==> src/rtl/ketr_pkg.sv <==
// shared types and constants for the key edge and typematic repeat block
// no dependencies; imported by every module under rtl/

package ketr_pkg;

  localparam int NUM_CMD    = 6;
  localparam int NUM_DIRS   = 4;
  localparam int NUM_DIGITS = 5;
  localparam int TIME_W     = 32;
  localparam int CFG_W      = 16;
  localparam int TAB_W      = 3;
  localparam int ADDR_W     = 3;
  localparam int DATA_W     = 32;

  localparam logic [CFG_W-1:0] DELAY_RST    = 16'd350;
  localparam logic [CFG_W-1:0] INTERVAL_RST = 16'd50;

  // register select, taken from paddr bit 2
  localparam logic REG_DELAY    = 1'b0;
  localparam logic REG_INTERVAL = 1'b1;

  localparam int CMD_ESCAPE = 0;

  typedef struct packed {
    logic              accept;
    logic              clear;
    logic [TIME_W-1:0] now;
    logic [CFG_W-1:0]  delay;
    logic [CFG_W-1:0]  interval;
  } lane_ctl_t;

  typedef struct packed {
    logic pulse;
    logic held;
  } lane_sts_t;

  typedef struct packed {
    logic [NUM_CMD-1:0]  cmd;
    logic [NUM_DIRS-1:0] dir;
    logic [TAB_W-1:0]    tab;
  } res_t;

endpackage

==> src/rtl/ketr_lane.sv <==
// one typematic lane: press pulse, hold delay and repeat interval for one key
// depends on ketr_pkg

module ketr_lane (
  input  logic               clk,
  input  logic               rst_n,
  input  logic               level,
  input  ketr_pkg::lane_ctl_t ctl,
  output ketr_pkg::lane_sts_t sts
);
  import ketr_pkg::*;

  logic              held_r, held_nxt;
  logic [TIME_W-1:0] start_r, start_nxt;
  logic [TIME_W-1:0] last_r, last_nxt;
  logic [TIME_W-1:0] since_start, since_last;
  logic              pulse;

  // modular elapsed times
  assign since_start = ctl.now - start_r;
  assign since_last  = ctl.now - last_r;

  always_comb begin
    held_nxt  = held_r;
    start_nxt = start_r;
    last_nxt  = last_r;
    pulse     = 1'b0;
    if (ctl.clear || !level) begin
      held_nxt = 1'b0;
    end else if (!held_r) begin
      held_nxt  = 1'b1;
      start_nxt = ctl.now;
      last_nxt  = ctl.now;
      pulse     = 1'b1;
    end else if (since_start < {{(TIME_W-CFG_W){1'b0}}, ctl.delay}) begin
      pulse = 1'b0;
    end else if (since_last < {{(TIME_W-CFG_W){1'b0}}, ctl.interval}) begin
      pulse = 1'b0;
    end else begin
      last_nxt = ctl.now;
      pulse    = 1'b1;
    end
  end

  always_ff @(posedge clk) begin
    if (!rst_n) begin
      held_r <= 1'b0;
    end else if (ctl.accept) begin
      held_r <= held_nxt;
    end
  end

  // times only matter while held, so no reset
  always_ff @(posedge clk) begin
    if (ctl.accept) begin
      start_r <= start_nxt;
      last_r  <= last_nxt;
    end
  end

  assign sts.pulse = pulse;
  assign sts.held  = held_r;

endmodule

==> src/rtl/ketr_merge.sv <==
// merge stage: command edges, tab choice and lane pulses under the mode masks
// depends on ketr_pkg

module ketr_merge (
  input  logic [ketr_pkg::NUM_CMD-1:0]    cmd,
  input  logic [ketr_pkg::NUM_DIGITS-1:0] dig,
  input  logic [ketr_pkg::NUM_CMD-1:0]    prev_cmd,
  input  logic [ketr_pkg::NUM_DIGITS-1:0] prev_dig,
  input  logic                            text_mode,
  input  logic                            blocked,
  input  logic [ketr_pkg::NUM_DIRS-1:0]   lane_pulse,
  output ketr_pkg::res_t                  res
);
  import ketr_pkg::*;

  logic [NUM_CMD-1:0]    cmd_rise;
  logic [NUM_DIGITS-1:0] dig_rise;
  logic [TAB_W-1:0]      tab;

  assign cmd_rise = cmd & ~prev_cmd;
  assign dig_rise = dig & ~prev_dig;

  // highest newly pressed digit wins
  always_comb begin
    tab = '0;
    for (int k = 0; k < NUM_DIGITS; k++) begin
      if (dig_rise[k]) tab = TAB_W'(k + 1);
    end
  end

  always_comb begin
    res = '0;
    if (!blocked) begin
      res.cmd[CMD_ESCAPE] = cmd_rise[CMD_ESCAPE];
      if (!text_mode) begin
        res.cmd = cmd_rise;
        res.dir = lane_pulse;
        res.tab = tab;
      end
    end
  end

endmodule

==> src/rtl/key_edge_and_typematic_repeat.sv <==
// top level: config registers, four typematic lanes, merge and output skid
// depends on ketr_pkg, ketr_lane and ketr_merge

// One poll of the key levels per word, accepted whenever in_stall is low: the four
// direction lanes and the merge finish a word in the accepting cycle and the result
// is registered in the output register, or in the skid while the output register
// holds a result not taken; the sustained rate is one word per clock while in_stall
// stays low. The rate is set by the lane update, two 32-bit modular subtracts and
// compares. A two-entry output stage (output register plus skid) lets a new word in
// while a result waits; in_stall rises only when both entries are full. Write
// repeat_delay_ms at byte 0 and repeat_interval_ms at byte 4 while idle.
module key_edge_and_typematic_repeat (
  input  logic                            clk,
  input  logic                            rst_n,
  // configuration
  input  logic                            psel,
  input  logic                            penable,
  input  logic                            pwrite,
  input  logic [ketr_pkg::ADDR_W-1:0]     paddr,
  input  logic [ketr_pkg::DATA_W-1:0]     pwdata,
  output logic [ketr_pkg::DATA_W-1:0]     prdata,
  output logic                            pready,
  // poll input
  input  logic                            in_valid,
  output logic                            in_stall,
  input  logic [ketr_pkg::NUM_CMD-1:0]    in_command_keys,
  input  logic [ketr_pkg::NUM_DIRS-1:0]   in_direction_keys,
  input  logic [ketr_pkg::NUM_DIGITS-1:0] in_digit_keys,
  input  logic                            in_text_mode,
  input  logic                            in_blocked,
  input  logic [ketr_pkg::TIME_W-1:0]     in_now_ms,
  // results
  output logic                            out_valid,
  input  logic                            out_stall,
  output logic [ketr_pkg::NUM_CMD-1:0]    out_command_pulses,
  output logic [ketr_pkg::NUM_DIRS-1:0]   out_direction_pulses,
  output logic [ketr_pkg::TAB_W-1:0]      out_tab_choice
);
  import ketr_pkg::*;

  logic [CFG_W-1:0]      delay_r, interval_r;
  logic [NUM_CMD-1:0]    prev_cmd_r;
  logic [NUM_DIGITS-1:0] prev_dig_r;
  logic                  out_valid_r, skid_valid_r;
  res_t                  out_r, skid_r, res;
  lane_ctl_t             lane_ctl;
  lane_sts_t [NUM_DIRS-1:0] lane_sts;
  logic [NUM_DIRS-1:0]   lane_pulse;
  logic                  cfg_wr, acc, take;

  // config port
  assign pready = 1'b1;
  assign cfg_wr = psel && penable && pwrite && pready;

  always_ff @(posedge clk) begin
    if (!rst_n) begin
      delay_r    <= DELAY_RST;
      interval_r <= INTERVAL_RST;
    end else if (cfg_wr) begin
      case (paddr[2])
        REG_DELAY:    delay_r    <= pwdata[CFG_W-1:0];
        REG_INTERVAL: interval_r <= pwdata[CFG_W-1:0];
        default:      ;
      endcase
    end
  end

  always_comb begin
    case (paddr[2])
      REG_DELAY:    prdata = {{(DATA_W-CFG_W){1'b0}}, delay_r};
      REG_INTERVAL: prdata = {{(DATA_W-CFG_W){1'b0}}, interval_r};
      default:      prdata = '0;
    endcase
  end

  // handshake
  assign in_stall = skid_valid_r;
  assign acc      = in_valid && !in_stall;
  assign take     = out_valid_r && !out_stall;

  assign lane_ctl.accept   = acc;
  assign lane_ctl.clear    = in_text_mode || in_blocked;
  assign lane_ctl.now      = in_now_ms;
  assign lane_ctl.delay    = delay_r;
  assign lane_ctl.interval = interval_r;

  for (genvar g = 0; g < NUM_DIRS; g++) begin : g_lane
    ketr_lane u_lane (
      .clk   (clk),
      .rst_n (rst_n),
      .level (in_direction_keys[g]),
      .ctl   (lane_ctl),
      .sts   (lane_sts[g])
    );
    assign lane_pulse[g] = lane_sts[g].pulse;
  end

  ketr_merge u_merge (
    .cmd        (in_command_keys),
    .dig        (in_digit_keys),
    .prev_cmd   (prev_cmd_r),
    .prev_dig   (prev_dig_r),
    .text_mode  (in_text_mode),
    .blocked    (in_blocked),
    .lane_pulse (lane_pulse),
    .res        (res)
  );

  // previous levels are kept whatever the mode
  always_ff @(posedge clk) begin
    if (!rst_n) begin
      prev_cmd_r <= '0;
      prev_dig_r <= '0;
    end else if (acc) begin
      prev_cmd_r <= in_command_keys;
      prev_dig_r <= in_digit_keys;
    end
  end

  // output register plus skid
  always_ff @(posedge clk) begin
    if (!rst_n) begin
      out_valid_r  <= 1'b0;
      skid_valid_r <= 1'b0;
    end else if (skid_valid_r) begin
      if (take) skid_valid_r <= 1'b0;
    end else if (acc) begin
      if (out_valid_r && !take) skid_valid_r <= 1'b1;
      else                      out_valid_r  <= 1'b1;
    end else if (take) begin
      out_valid_r <= 1'b0;
    end
  end

  always_ff @(posedge clk) begin
    if (skid_valid_r) begin
      if (take) out_r <= skid_r;
    end else if (acc) begin
      if (out_valid_r && !take) skid_r <= res;
      else                      out_r  <= res;
    end
  end

  assign out_valid            = out_valid_r;
  assign out_command_pulses   = out_r.cmd;
  assign out_direction_pulses = out_r.dir;
  assign out_tab_choice       = out_r.tab;

`ifndef SYNTHESIS
  // skid only fills behind a waiting result
  a_skid_behind_out: assert property (@(posedge clk) disable iff (!rst_n)
    skid_valid_r |-> out_valid_r)
    else $error("skid word without output word");

  // a blocked or text-mode word drops every lane's hold
  a_mode_clears_lanes: assert property (@(posedge clk) disable iff (!rst_n)
    (acc && (in_blocked || in_text_mode)) |=>
      !lane_sts[0].held && !lane_sts[1].held && !lane_sts[2].held && !lane_sts[3].held)
    else $error("repeat state survived blocked or text mode");

  // a press after release always pulses at once
  a_press_pulses: assert property (@(posedge clk) disable iff (!rst_n)
    (acc && !in_blocked && !in_text_mode && in_direction_keys[0] && !lane_sts[0].held)
      |-> res.dir[0])
    else $error("first press of a direction key gave no pulse");

  // tab choice stays in the digit range
  a_tab_range: assert property (@(posedge clk) disable iff (!rst_n)
    out_valid_r |-> (out_r.tab <= TAB_W'(NUM_DIGITS)))
    else $error("tab choice out of range");
`endif

endmodule

==> config.mk <==
export PLATFORM = sky130hd
export DESIGN_NAME = key_edge_and_typematic_repeat
export DESIGN_NICKNAME = d
export VERILOG_FILES = /design/src/rtl/ketr_pkg.sv /design/src/rtl/ketr_lane.sv /design/src/rtl/ketr_merge.sv /design/src/rtl/key_edge_and_typematic_repeat.sv
export SDC_FILE = /design/constraint.sdc
export NUM_CORES = 1
export LEC_CHECK = 0
export BUFFER_PORTS_ARGS = -buffer_cell sky130_fd_sc_hd__buf_2
export CORE_UTILIZATION = 54
export CTS_BUF_LIST = sky130_fd_sc_hd__clkbuf_8
export DETAILED_ROUTE_END_ITERATION = 8
export PLACE_DENSITY_LB_ADDON = 0.12
export SETUP_SLACK_MARGIN = 0.1
export SKIP_CTS_REPAIR_TIMING = 1
export SLEW_MARGIN = 40
export SYNTH_ARGS = -nofsm -noshare
export SYNTH_HDL_FRONTEND = slang
export SYNTH_SLANG_ARGS = --single-unit
==> constraint.sdc <==
create_clock -name clk -period 8 [get_ports clk]
set_clock_uncertainty 0.1 [all_clocks]
set_input_delay 1.6 -clock clk [delete_from_list [all_inputs] [get_ports clk]]
set_output_delay 1.6 -clock clk [all_outputs]
set_load 0.02 [all_outputs]
==> summary.md <==
| Metric | Value |
|---|---|
| Status | completed |
| Ports | 139 |
| Drt wl/cell | 22.37 µm |
| Root buf cell | clkbuf_8 |
| Drt first-iter violations | 2,023 |
| Crit-path max FO | 32 |
| Startpoint Class | input pin |
| Commonest cells after routing, fill and taps aside | ha_1, inv_1, nand2_1 |
| Sequential area share after synthesis | approximately a third |
| ANT nets after route | 0 |
| Ys flop type | edfxtp_1 |
| Peak supply drop | 0.1705 mV |
| Slew Limit Fails | 0 |
| Synth Register Bits | roughly 330 |
| Clock buffer depth | 3 |
| Largest net degree at the start of global routing | 50 |
| Post-detail-place hpwl | 71.54 mm |
| R2r worst-path depth | 20 |
| F_max | 145.2 MHz |
| Seq pwr share | between 30% and 40% |
| Final worst path period share | 86.07% |
| Final total power | around 5.0 mW |
| Worst-skew pair later-pin latency | 650 ps |
| Syn. warnings | 0 |
| HP Class | reg -> reg |
| DRC Markers | 0 |
| Rows | 85 |
| EDFF count, synth | 282 |
| Vias in the first global route | 26,097 |
| Worst setup EP type | flop |
| Synth area leaders | edfxtp_1, ha_1, a21oi_1 |
| Post-Route WL | just under 100 mm |
| Core Util, Final | 60.03% |
| DR vias | about 27,000 |
| Slew headroom | between 40 and 50% |
| Setup crit start | in_now_ms[0] |
| GR Overflow Total | 0 |
| Critical path's slowest cell | or4_1 |
| Yosys top cell by area | edfxtp_1 |
| Min Clock Period, post-route | approximately 6900 ps |
| Largest family of logic cells by synthesized area | compound AO/OA/AOI/OAI gates |
| Mapped Cells | 3,417 |
| Critical path required time | just over 8000 ps |
| Post-synth ARST share | 0% |
| Mux share of post-synthesis cell area | under 10% |
| Effective utilization at floorplan | 54.88% |
| Area grow syn2layout | 9.393% |
| Most common cell after layout, fill and taps aside | ha_1 |
| Global placement routability congestion | 0.9799 |
| Num CTS Buffers | 66 |
| Fin worst setup slack | 1115 ps |
| Delay-heaviest family, CP | compound AO/OA/AOI/OAI gates |
| Critical R2R Launch | g_lane[3].u_lane.last_r[1]$_DFFE_PP_ |
| P_sw | 1.651 mW |
| Bufs and invs on worst path | 4 |
| CTS clk-pin slew, worst paths | 50 ps |
| IO Port Bufs | 103 |
| GR Util All Layers | approximately a third |
| Fillers | roughly 4,800 |
| Mapped cell area | 29,710 µm² |
| Clock share of power | 34.4% |
| Post-synth cell types | 92 |
| R2R Path End | g_lane[3].u_lane.last_r[29]$_DFFE_PP_ |
| Max incr delay on CP | 530 ps |
| Setup WS pre-CTS | 522.6 ps |
| Synth Area in Adders | 16.04% |
| Post-Synth XOR/XNOR Area | 4.482% |
| Pwr/cell area | 152.8 nW/µm² |
| CP arrival | approximately 7000 ps |
| Setup violations, final | 0 |
| Crit path to | g_lane[3].u_lane.last_r[29]$_DFFE_PP_ |
| Vias per cell | 6.339 |
| H-Tree Depth | 3 |
| Worst Tran Pin Value | 807.2 ps |
| Nets | 4,008 |
| Cell depth of the worst setup path | 21 |
| Final hold violation count | 0 |
| TritonCTS clock tree | built |
| TritonCTS sink count | roughly 330 |
| CP Cell Sequence | buf_2 -> inv_1 -> ha_1 -> nor2b_1 -> o31a_1 -> o31ai_2 -> o21ai_1 -> a41oi_1 -> xnor2_1 -> ha_1 -> a211oi_1 -> o2111ai_1 -> nor3_1 -> nand3_1 -> a2111oi_0 -> nand4_1 -> or4_1 -> o41ai_2 -> buf_4 -> nor2_4 -> buf_4 |
| Sw frac | 33.27% |
| First-pass GRT wire length | 146.7 mm |
| Die H | about 240 µm |
| Syn_area_per_cell | 8.694 µm² |
| Top-area cell type share of the netlist area | ~29% |
| Internal | 3.312 mW |
| Initial antenna violation count | 4 |
| Simple-gate share of the synthesized area | between 10% and 20% |
| Post-synthesis compound-gate area fraction | 24.23% |
| Core box area | 54,130 µm² |
| Die X | 236.5 µm |
| Sum of negative setup slack | 0 ps |
| First-pass DRT Iterations | 5 |
| Die area | 55,950 µm² |
| Fraction of layout cells with a size suffix above 1 | 8.848% |
| Logic pwr share | a little over a quarter |
| Leak | about 14 nW |
| Critical path class | in -> reg |
| RSZ-0062 raised after global routing | no |
| Max-cap violation count | 0 |
| Flop-to-flop setup slack | just over 2000 ps |
## routing by layer
layer,GRT usage [%],wire [µm],part of all wire [%],vias to the layer above
met5,0,0,0,-
met4,17.51,5224,5.4,0
met3,4.069,6643,6.9,240
met2,54.76,43130,45,1049
met1,44.92,41020,43,13011
li1,-,-,-,12907
## synthesized netlist by cell type, drive strengths merged, types with 49 or more instances
cell,number
clkbuf,86
edfxtp,282
xor2,54
xnor2,98
a21oi,295
nand4,70
nor2,209
o211ai,64
a21boi,52
o21ai,193
nand2,327
ha,368
o21a,64
inv,344
nand3,75
a21o,108
dfxtp,49
## layout make-up
| type | instances | area, µm² | share of cell area (%) |
|---|---|---|---|
| multi-input cells | 2645 | 18590 | 57.22 |
| flip-flops and latches | 331 | 9450 | 29.08 |
| inverters | 344 | 1291 | 3.974 |
| repair buffers | 153 | 1016 | 3.126 |
| clock buffers | 72 | 991.0 | 3.049 |
| well taps | 696 | 870.8 | 2.680 |
| clock inverters | 49 | 277.8 | 0.8548 |
| diodes | 2 | 5.005 | 0.01540 |
## kinds of logic after synthesis
logic type | Yosys count
other | 2
flip-flops | 331
multiplexers | 34
adder cells (fa/ha/maj) | 376
XOR/XNOR | 152
AND/OR/NAND/NOR | 982
buffers and inverters | 456
AO/OA/AOI/OAI | 1084
## stage by stage
stage / instance area (µm²) / hold WS [ps] / instances
2_1_floorplan: 29760 / 338.2 / 3432
3_3_place_gp: 31070 / 348.3 / 4164
3_5_place_dp: 31190 / 354.5 / 4168
4_1_cts: 32460 / 362.0 / 4289
5_1_grt: 32490 / 383.7 / 4291
6_report: 32500 / 360.2 / 4292
## worst min-delay path, delay by kind of cell, from the launching register on
family,cells,cell delay [ps]
flops,1,300
simple gates,1,40
compound gates,1,60
## flip-flops by register name, summed over array words and instances, names as in the netlist
signal                 count
prev_cmd_r                 6
g_lane.u_lane.start_r    128
prev_dig_r                 5
skid_r                    13
g_lane.u_lane.last_r     128
interval_r                16
out_valid                  1
g_lane.u_lane.held_r       4
out_command_pulses         6
delay_r                   16
in_stall                   1
out_tab_choice             3
out_direction_pulses       4
## power by group through the flow
| stage | combinational [mW] | clock (mW) | sequential [mW] |
|---|---|---|---|
| 2_1_floorplan | 0.899 | 0 | 1.97 |
| 3_3_place_gp | 1.25 | 0 | 1.97 |
| 3_5_place_dp | 1.29 | 0 | 1.97 |
| 4_1_cts | 1.30 | 1.74 | 1.93 |
| 5_1_grt | 1.45 | 1.81 | 1.94 |
| 6_report | 1.32 | 1.71 | 1.93 |
## how the worst min path moves through the flow
stage	startpoint	to	slack, ps	cells after the start
2_1_floorplan	prev_dig_r[0]$_SDFFE_PN0P_	prev_dig_r[0]$_SDFFE_PN0P_	340	2
3_3_place_gp	prev_dig_r[2]$_SDFFE_PN0P_	prev_dig_r[2]$_SDFFE_PN0P_	350	2
3_5_place_dp	prev_dig_r[2]$_SDFFE_PN0P_	prev_dig_r[2]$_SDFFE_PN0P_	350	2
4_1_cts	prev_dig_r[2]$_SDFFE_PN0P_	prev_dig_r[2]$_SDFFE_PN0P_	360	2
5_1_grt	delay_r[15]$_SDFFE_PN0P_	delay_r[15]$_SDFFE_PN0P_	380	2
6_report	prev_dig_r[2]$_SDFFE_PN0P_	prev_dig_r[2]$_SDFFE_PN0P_	360	2
No activity file was read; power rests on OpenSTA's default activity.
